File: src/rtl/core/rtc_pkg.sv
// ----------------------------------------------------------------------------
// rtc_pkg: shared types and codes of the regulator trim calibrator
// Field widths, opcodes, status codes and configuration register indexes.
// ----------------------------------------------------------------------------
`default_nettype none

package rtc_pkg;

    // field widths fixed by the word format
    localparam int unsigned CODE_W   = 5;
    localparam int unsigned REG_W    = 4;
    localparam int unsigned STAT_W   = 3;
    localparam int unsigned HIST_W   = 4;
    localparam int unsigned COUNT_W  = 8;
    localparam int unsigned CFG_IDX_W = 2;
    localparam int unsigned CFG_DAT_W = 8;

    typedef logic [CODE_W-1:0]    t_code;
    typedef logic [REG_W-1:0]     t_reg;
    typedef logic [STAT_W-1:0]    t_status;
    typedef logic [HIST_W-1:0]    t_hist;
    typedef logic [COUNT_W-1:0]   t_count;
    typedef logic [CFG_IDX_W-1:0] t_cfg_idx;
    typedef logic [CFG_DAT_W-1:0] t_cfg_dat;

    // opcodes
    localparam logic OP_START  = 1'b0;
    localparam logic OP_SAMPLE = 1'b1;

    // result status codes
    localparam t_status ST_RUN     = 3'd0;
    localparam t_status ST_PASS    = 3'd1;
    localparam t_status ST_FAIL    = 3'd2;
    localparam t_status ST_BYPASS  = 3'd3;
    localparam t_status ST_IGNORED = 3'd4;

    // configuration register indexes
    localparam t_cfg_idx CFG_START_CODE = 2'd0;
    localparam t_cfg_idx CFG_RUN_LIMIT  = 2'd1;
    localparam t_cfg_idx CFG_CONT_MODE  = 2'd2;
    localparam t_cfg_idx CFG_BYPASS_EXT = 2'd3;

    // configuration reset values
    localparam t_code  RST_START_CODE = 5'd4;
    localparam t_count RST_RUN_LIMIT  = 8'd64;

    // alternating decision patterns that mark dither around the target
    localparam t_hist DITHER_A = 4'hA;
    localparam t_hist DITHER_B = 4'h5;

    // result word
    typedef struct packed {
        t_reg    regulator_out;
        t_code   trim_code;
        t_status status;
    } t_result;

endpackage : rtc_pkg

`default_nettype wire

File: src/rtl/core/regulator_trim_calibrator.sv
// ----------------------------------------------------------------------------
// regulator_trim_calibrator: up/down trim code search for one regulator
// A start word loads the start code, or reports bypass; each comparator word
// in a search steps the code: running, pass on dither, fail on limit or in cont mode; other words are ignored.
// ----------------------------------------------------------------------------
//
//  channel  direction  handshake                 payload
//  -------  ---------  ------------------------  -------------------------------
//  in       to block   i_in_valid / o_in_stall   i_opcode, i_regulator,
//                                                i_comparator_high
//  out      from block o_out_valid / i_out_stall o_regulator_out, o_trim_code,
//                                                o_status
//  cfg      to block   i_cfg_we                  i_cfg_index, i_cfg_data
//
//  Each word gives exactly one result, held first in the input register and
//  then in the result register. A new word is accepted in every cycle while
//  o_in_stall is low; the calibration state updates as a word moves from the
//  input register to the result register.
//  Reset (i_rst_n low, synchronous) empties both registers and loads the
//  register defaults. A stall on the output holds the result register, and
//  holds the input register too once it has a word; only then does
//  o_in_stall rise.
// ----------------------------------------------------------------------------
`default_nettype none

module regulator_trim_calibrator
    import rtc_pkg::*;
#(
    parameter int unsigned CODE_MAX       = 31,
    parameter int unsigned NUM_REGULATORS = 12
) (
    input  wire logic     i_clk,
    input  wire logic     i_rst_n,
    // input words
    input  wire logic     i_in_valid,
    output logic          o_in_stall,
    input  wire logic     i_opcode,
    input  wire t_reg     i_regulator,
    input  wire logic     i_comparator_high,
    // result words
    output logic          o_out_valid,
    input  wire logic     i_out_stall,
    output t_reg          o_regulator_out,
    output t_code         o_trim_code,
    output t_status       o_status,
    // configuration writes
    input  wire logic     i_cfg_we,
    input  wire t_cfg_idx i_cfg_index,
    input  wire t_cfg_dat i_cfg_data
);

    // top code clipped to the code width
    localparam t_code TOP_CODE = (CODE_MAX > 31) ? 5'd31 : CODE_MAX[CODE_W-1:0];
    localparam logic [REG_W:0] NUM_REG = NUM_REGULATORS[REG_W:0];

    // configuration registers
    t_code  r_start_code;
    t_count r_run_limit;
    logic   r_cont_mode;
    logic   r_bypass_ext;

    // calibration state
    logic   r_busy,  n_busy;
    t_code  r_code,  n_code;
    t_hist  r_hist,  n_hist;
    t_count r_count, n_count;
    t_reg   r_active, n_active;

    // input register
    logic   r_s1_valid;
    logic   r_s1_opcode;
    t_reg   r_s1_reg;
    logic   r_s1_high;

    // result register
    logic    r_out_valid;
    t_result r_out;
    t_result n_out;

    logic  out_stall;
    logic  s1_move;
    t_code start_clip;
    t_hist hist_shift;
    t_code code_step;

    // hold both stages while the result waits
    assign out_stall  = r_out_valid && i_out_stall;
    assign o_in_stall = r_s1_valid && out_stall;
    assign s1_move    = r_s1_valid && !out_stall;

    // write configuration registers
    always_ff @(posedge i_clk) begin
        if (!i_rst_n) begin
            r_start_code <= RST_START_CODE;
            r_run_limit  <= RST_RUN_LIMIT;
            r_cont_mode  <= 1'b0;
            r_bypass_ext <= 1'b0;
        end else if (i_cfg_we) begin
            unique case (i_cfg_index)
                CFG_START_CODE: r_start_code <= i_cfg_data[CODE_W-1:0];
                CFG_RUN_LIMIT:  r_run_limit  <= i_cfg_data;
                CFG_CONT_MODE:  r_cont_mode  <= i_cfg_data[0];
                CFG_BYPASS_EXT: r_bypass_ext <= i_cfg_data[0];
                default: ;
            endcase
        end
    end

    // capture the input word
    always_ff @(posedge i_clk) begin
        if (!i_rst_n) begin
            r_s1_valid <= 1'b0;
        end else if (!o_in_stall) begin
            r_s1_valid <= i_in_valid;
        end
    end

    always_ff @(posedge i_clk) begin
        if (i_in_valid && !o_in_stall) begin
            r_s1_opcode <= i_opcode;
            r_s1_reg    <= i_regulator;
            r_s1_high   <= i_comparator_high;
        end
    end

    // step the search for the word in the input register
    assign start_clip = (r_start_code > TOP_CODE) ? TOP_CODE : r_start_code;
    assign hist_shift = {r_hist[HIST_W-2:0], r_s1_high};
    always_comb begin
        code_step = r_code;
        if (r_s1_high) begin
            if (r_code != '0) code_step = r_code - 1'b1;
        end else begin
            if (r_code < TOP_CODE) code_step = r_code + 1'b1;
        end
    end

    always_comb begin
        n_busy   = r_busy;
        n_code   = r_code;
        n_hist   = r_hist;
        n_count  = r_count;
        n_active = r_active;
        n_out    = '{regulator_out: '0, trim_code: '0, status: ST_IGNORED};
        if (r_s1_opcode == OP_START) begin
            if ({1'b0, r_s1_reg} < NUM_REG) begin
                n_active = r_s1_reg;
                if (r_bypass_ext) begin
                    n_busy = 1'b0;
                    n_out  = '{regulator_out: r_s1_reg, trim_code: '0, status: ST_BYPASS};
                end else begin
                    n_busy  = 1'b1;
                    n_code  = start_clip;
                    n_hist  = '0;
                    n_count = '0;
                    n_out   = '{regulator_out: r_s1_reg, trim_code: start_clip,
                                status: ST_RUN};
                end
            end
        end else if (r_busy) begin
            n_hist = hist_shift;
            n_code = code_step;
            if (hist_shift == DITHER_A || hist_shift == DITHER_B) begin
                n_busy = 1'b0;
                n_out  = '{regulator_out: r_active, trim_code: r_code, status: ST_PASS};
            end else if (r_cont_mode || r_count >= r_run_limit) begin
                n_busy = 1'b0;
                n_out  = '{regulator_out: r_active, trim_code: r_code, status: ST_FAIL};
            end else begin
                n_count = r_count + 1'b1;
                n_out   = '{regulator_out: r_active, trim_code: code_step, status: ST_RUN};
            end
        end
    end

    // advance state when the word moves on
    always_ff @(posedge i_clk) begin
        if (!i_rst_n) begin
            r_busy   <= 1'b0;
            r_code   <= '0;
            r_hist   <= '0;
            r_count  <= '0;
            r_active <= '0;
        end else if (s1_move) begin
            r_busy   <= n_busy;
            r_code   <= n_code;
            r_hist   <= n_hist;
            r_count  <= n_count;
            r_active <= n_active;
        end
    end

    // load the result register
    always_ff @(posedge i_clk) begin
        if (!i_rst_n) begin
            r_out_valid <= 1'b0;
        end else if (!out_stall) begin
            r_out_valid <= r_s1_valid;
        end
    end

    always_ff @(posedge i_clk) begin
        if (s1_move) begin
            r_out <= n_out;
        end
    end

    assign o_out_valid     = r_out_valid;
    assign o_regulator_out = r_out.regulator_out;
    assign o_trim_code     = r_out.trim_code;
    assign o_status        = r_out.status;

    // a finished result means no search is running behind it
    a_done_idle: assert property (@(posedge i_clk) disable iff (!i_rst_n)
        (r_out_valid && (r_out.status == ST_PASS || r_out.status == ST_FAIL ||
                         r_out.status == ST_BYPASS)) |-> !r_busy)
        else $error("finished result while search still busy");

    // a running result means the search is live
    a_run_busy: assert property (@(posedge i_clk) disable iff (!i_rst_n)
        (r_out_valid && r_out.status == ST_RUN) |-> r_busy)
        else $error("running result without an active search");

    // the code never leaves its range
    a_code_range: assert property (@(posedge i_clk) disable iff (!i_rst_n)
        s1_move |=> (r_code <= TOP_CODE))
        else $error("trim code above top code");

    // a stalled result is not overwritten
    a_out_hold: assert property (@(posedge i_clk) disable iff (!i_rst_n)
        out_stall |=> (r_out_valid && $stable(r_out)))
        else $error("result changed while stalled");

endmodule : regulator_trim_calibrator

`default_nettype wire
File: config.mk
export PLATFORM = sky130hd
export DESIGN_NAME = regulator_trim_calibrator
export DESIGN_NICKNAME = d
export VERILOG_FILES = /design/src/rtl/core/rtc_pkg.sv /design/src/rtl/core/regulator_trim_calibrator.sv
export SDC_FILE = /design/constraint.sdc
export NUM_CORES = 1
export LEC_CHECK = 0
export BUFFER_PORTS_ARGS = -buffer_cell sky130_fd_sc_hd__buf_2
export CORE_ASPECT_RATIO = 1.2
export CORE_MARGIN = 2
export CORE_UTILIZATION = 52
export DETAILED_ROUTE_END_ITERATION = 8
export PLACE_DENSITY = 0.76
export SKIP_CTS_REPAIR_TIMING = 1
export SLEW_MARGIN = 10
export SYNTH_ARGS = -nofsm -noshare
export SYNTH_HDL_FRONTEND = slang
export SYNTH_SLANG_ARGS = --single-unit
export TNS_END_PERCENT = 20
File: constraint.sdc
create_clock -name i_clk -period 2.22 [get_ports i_clk]
set_clock_uncertainty 0.1 [all_clocks]
set_input_delay 0.222 -clock i_clk [delete_from_list [all_inputs] [get_ports i_clk]]
set_output_delay 0.222 -clock i_clk [all_outputs]
set_load 0.005 [all_outputs]
# Word level (Yosys, flattened, before mapping)
# Index checks and enable logic that the tools add are counted.
# word_totals
register_bits,56
in_bits,21
out_inout_bits,14
wordCells,83
# op_classes
addsub,3
n_lt_le_gt_ge,4
eq_ne,9
muxes,30
bitwise,1
n_reduce_logical,19
# ops
operator,n
$mux W8,9
$mux W5,8
$mux W12,3
$mux W3,4
$reduce_and A2 Y1,5
$add A8 B1 Y8 const B,1
$ge A8 B8 Y1,1
$mux W1,6
$ne A2 B2 Y1 const B,3
$reduce_and A6 Y1,1
$add A5 B1 Y5 const B,1
$gt A5 B5 Y1 const B,1
$lt A5 B5 Y1 const B,1
$reduce_bool A5 Y1,1
$sub A5 B1 Y5 const B,1
$eq A2 B2 Y1 const B,2
$eq A4 B3 Y1 const B,1
$eq A4 B4 Y1 const B,1
$logic_and A1 B1 Y1,4
$lt A4 B4 Y1 const B,1
$reduce_and A4 Y1,1
$reduce_and A3 Y1,1
$eq A2 B1 Y1 const B,1
$logic_not A1 Y1,2
5 further kinds,6

# Depth between registers and ports, before layout
# logic_depth
depth_word,7
mapped_depth,9
ltp_nobuf,8

# Worst setup path before layout
# OpenSTA, ideal clock, no wires.
# synth_path
path_type,reg-to-reg
start,register r_run_limit[2]
end,register r_count[7]
setup_time_ps,68
t_arrival_ps,2040
required_ps,2052
setup_slack_ps,12
path_stages_with_launch,9
synth_period_minus_slack_ps,2208
cell_sequence,dfxtp_1 inv_1 ha_1 a211o_1 a31oi_1 o21a_2 a31oi_4 or4_4 a21oi_2
# synth_via
elab_chain_cells,4
# synth_lines
item,line,text
"start, declared",regulator_trim_calibrator.sv:58,t_count r_run_limit;
"start signal, assigned",regulator_trim_calibrator.sv:101,CFG_RUN_LIMIT: r_run_limit <= i_cfg_data;
$ge A8 B8 Y1,regulator_trim_calibrator.sv:166,end else if (r_cont_mode || r_count >= r_run_limit) begin
$logic_or A1 B1 Y1,regulator_trim_calibrator.sv:166,
$ne A2 B2 Y1 (no source line),-,
$reduce_and A6 Y1 (no source line),-,
"end signal, assigned",regulator_trim_calibrator.sv:188,r_count <= n_count;
"end, declared",regulator_trim_calibrator.sv:66,"t_count r_count, n_count;"
# Every way passes these cells.
# A chain may end at the register's enable or synchronous reset.

# Final worst setup path
# layout_path
start,register r_run_limit[2]
end,register r_count[3]
# The elaborated chain is that of the path after synthesis.

==> impl_metrics.ini <==
[outcome]
status = finished, final reports clean

[synthesis]
synth-seq-cells = 56
yosys.cell_count.top_type = dfxtp_1
netlist.area_leader.share_pct = 27.1
synth_area_leaders = dfxtp_1 (27%), edfxtp_1 (19%), mux2i_1 (8.2%)
synth_nets = 333
yosys-top-cells-count = dfxtp_1 (38), nand2_1 (32), nor2_1 (32)
netlist-cell-type-count = 51
synthFlopType = dfxtp_1
syn_area_mm2 = 0.00281
synth-edff-count = 18
async_reset_ff_share_pct = 0
synth_top_area_cell = dfxtp_1
yosysSeqAreaShare_pct = 46.4
synth_warnings = 0
synthCells = 301
avgSynthCellArea_um2 = 9.32

[placed_design]
io_buffers = 34
hpwlAfterDp_mm = 4.38
finalWeightedCongestion = 0.956
place_ws_ns = -0.101
placed_cells = 405

[job]
drv_cap = 0

[clock_network]
clkSinkCount = 56
clock_latency_ns = 0.32
clock_path_buffers = 2
cts_made_buffers = 5
clkTransAtPathRegs_ns = 0.09
cts_tree = built
htree_levels = 2
cts-root-buf = clkbuf_8

[routing]
drt-vias-per-instance = 5.64
via_count = 2374
drt_iter0_markers = 144
ant_nets = 0
wl_met3_um = 281
drt_wl_total_mm = 6.11
top_layer = met4
post_drt_wl_per_cell_um = 14.5
wl_met1_mm = 2.70
drc = 0
wl_met2_mm = 3.01
drt-pass1-iter-count = 5

[timing]
finalCritPeriodShare_pct = 99.0
max_freq_ghz = 0.455
hold_violations = 0
grt_setup_unrepaired = yes
period_minus_slack_ns = 2.20
relSlewSlack_pct = 63.2
worst_slack_ns = 0.0218
worst_slew_pin_slew_ns = 0.549
setup_viol = 0
drv_slew = 0

[global_route]
antenna_found_initial = 0
grt_pass1_vias = 2280
grt_pass1_wl_mm = 10.1
overflow = 0
grt.total_usage_pct = 21.0
grt_max_degree = 25

[cells_and_area]
final_net_count = 390
layout-drive-gt1-share_pct = 25.9
areaGrowthSynthToFinish_pct = 21.3
antenna_cells = 0
final_cells = 421
top_regs = r_count x8, r_run_limit x8

[critical_path]
cp_data_arrival_time_ns = 2.35
slowest_stage = or4_4
path_buf_inv = 1
crit_path_end_kind = flip-flop
cp_max_fo = 5
cp-start-kind = flip-flop
required_ns = 2.37
critPathTopFamily = compound AO/OA/AOI/OAI gates
timing.critical_path.cells = inv_2 -> ha_4 -> a211o_1 -> a31oi_2 -> o21a_2 -> nand3_4 -> or4_4 -> a21oi_2
worstSetupPathType = flip-flop to flip-flop
max_stage_delay_ns = 0.56

[hold_path]
hold_class = primary input to flip-flop

[floorplan]
die_x_um = 71.1
die_y_um = 84.5
start_util_pct = 53.3
num_io_pins = 35
placementRows = 29
core_area_mm2 = 0.00526
die_area_mm2 = 0.00600

[power]
p_per_area_mw_per_mm2 = 572
p_leak_uw = 0.00136
ir_drop_v = 0.000527
-- where the power goes --
group	leakage (uW)	switching, uW	internal, uW
Combinational	0.000832	149	123
Sequential	0.000484	23.0	1100
Clock	0.0000414	328	225
-- layer usage --
metal	vias to the layer above	GRT usage (%)
li1	1197	-
met1	1101	27.2
met2	64	34.4
met3	12	4.32
met4	0	8.06
met5	-	0
-- final cells by class --
cell class                 instances  area, um^2
clock buffer                       6        72.6
clock inverter                     2        16.3
fill                             423        1860
inverter                          15        57.6
multi-input combinational        217        1470
sequential                        56        1310
tap                               62        77.6
timing repair buffer              63         403
-- layout by cell type (no fill, tap or decap), types with 6 or more instances in the layout --
cell | synthesis | routed
buf_4 | 0 | 23
edfxtp_1 | 18 | 18
inv_1 | 13 | 10
dfxtp_1 | 38 | 32
nor2_1 | 32 | 32
nand3_1 | 10 | 10
ha_1 | 11 | 7
a21oi_1 | 20 | 18
dfxtp_2 | 0 | 6
o21ai_0 | 25 | 25
mux2i_1 | 23 | 23
buf_2 | 2 | 34
dlygate4sd3_1 | 0 | 6
nand2_1 | 32 | 32
-- final timing paths --
check | start | end | slack (ns) | cells past startpoint
setup / recovery | r_run_limit[2]$_SDFFE_PN0P_ | r_count[3]$_SDFFE_PN0P_ | 0.02 | 8
hold / removal | i_in_valid | r_s1_valid$_SDFFE_PN0N_ | 0.02 | 3
setup reg to reg | r_run_limit[2]$_SDFFE_PN0P_ | r_count[3]$_SDFFE_PN0P_ | 0.02 | 8
hold reg to reg | r_active[0]$_SDFFE_PN0P_ | r_active[0]$_SDFFE_PN0P_ | 0.37 | 2
-- worst min-delay path: cells and delay by family --
kind                   cells  cell delay, ns
and+or+nand+nor            2            0.11
buffers and inverters      1            0.08
-- per-stage QoR --
step | instance area (um^2) | power [uW] | hold slack, ns | utilization (%) | setup TNS [ns]
after floorplan | 2810 | 1290 | 0.221 | - | 0
after CTS | 3250 | 1930 | -0.0271 | 61.7 | -0.577
after global routing | 3400 | 2030 | 0.0359 | 64.7 | -0.311
after detailed placement | 3160 | 1390 | 0.301 | 60.0 | -0.326
final | 3400 | 1940 | 0.0222 | 64.7 | 0
after global placement | 3160 | 1390 | 0.301 | 60.0 | -0.0351
-- cells by family after synthesis --
family | count (synthesis) | share of synthesized area (%)
buffers and inverters | 28 | 3.88
and+or+nand+nor | 113 | 20.9
DFF | 56 | 46.4
adders and majority gates | 11 | 4.91
muxes | 23 | 8.21
AOI/OAI and AO/OA | 70 | 15.7
(Power assumes the default switching activity.)
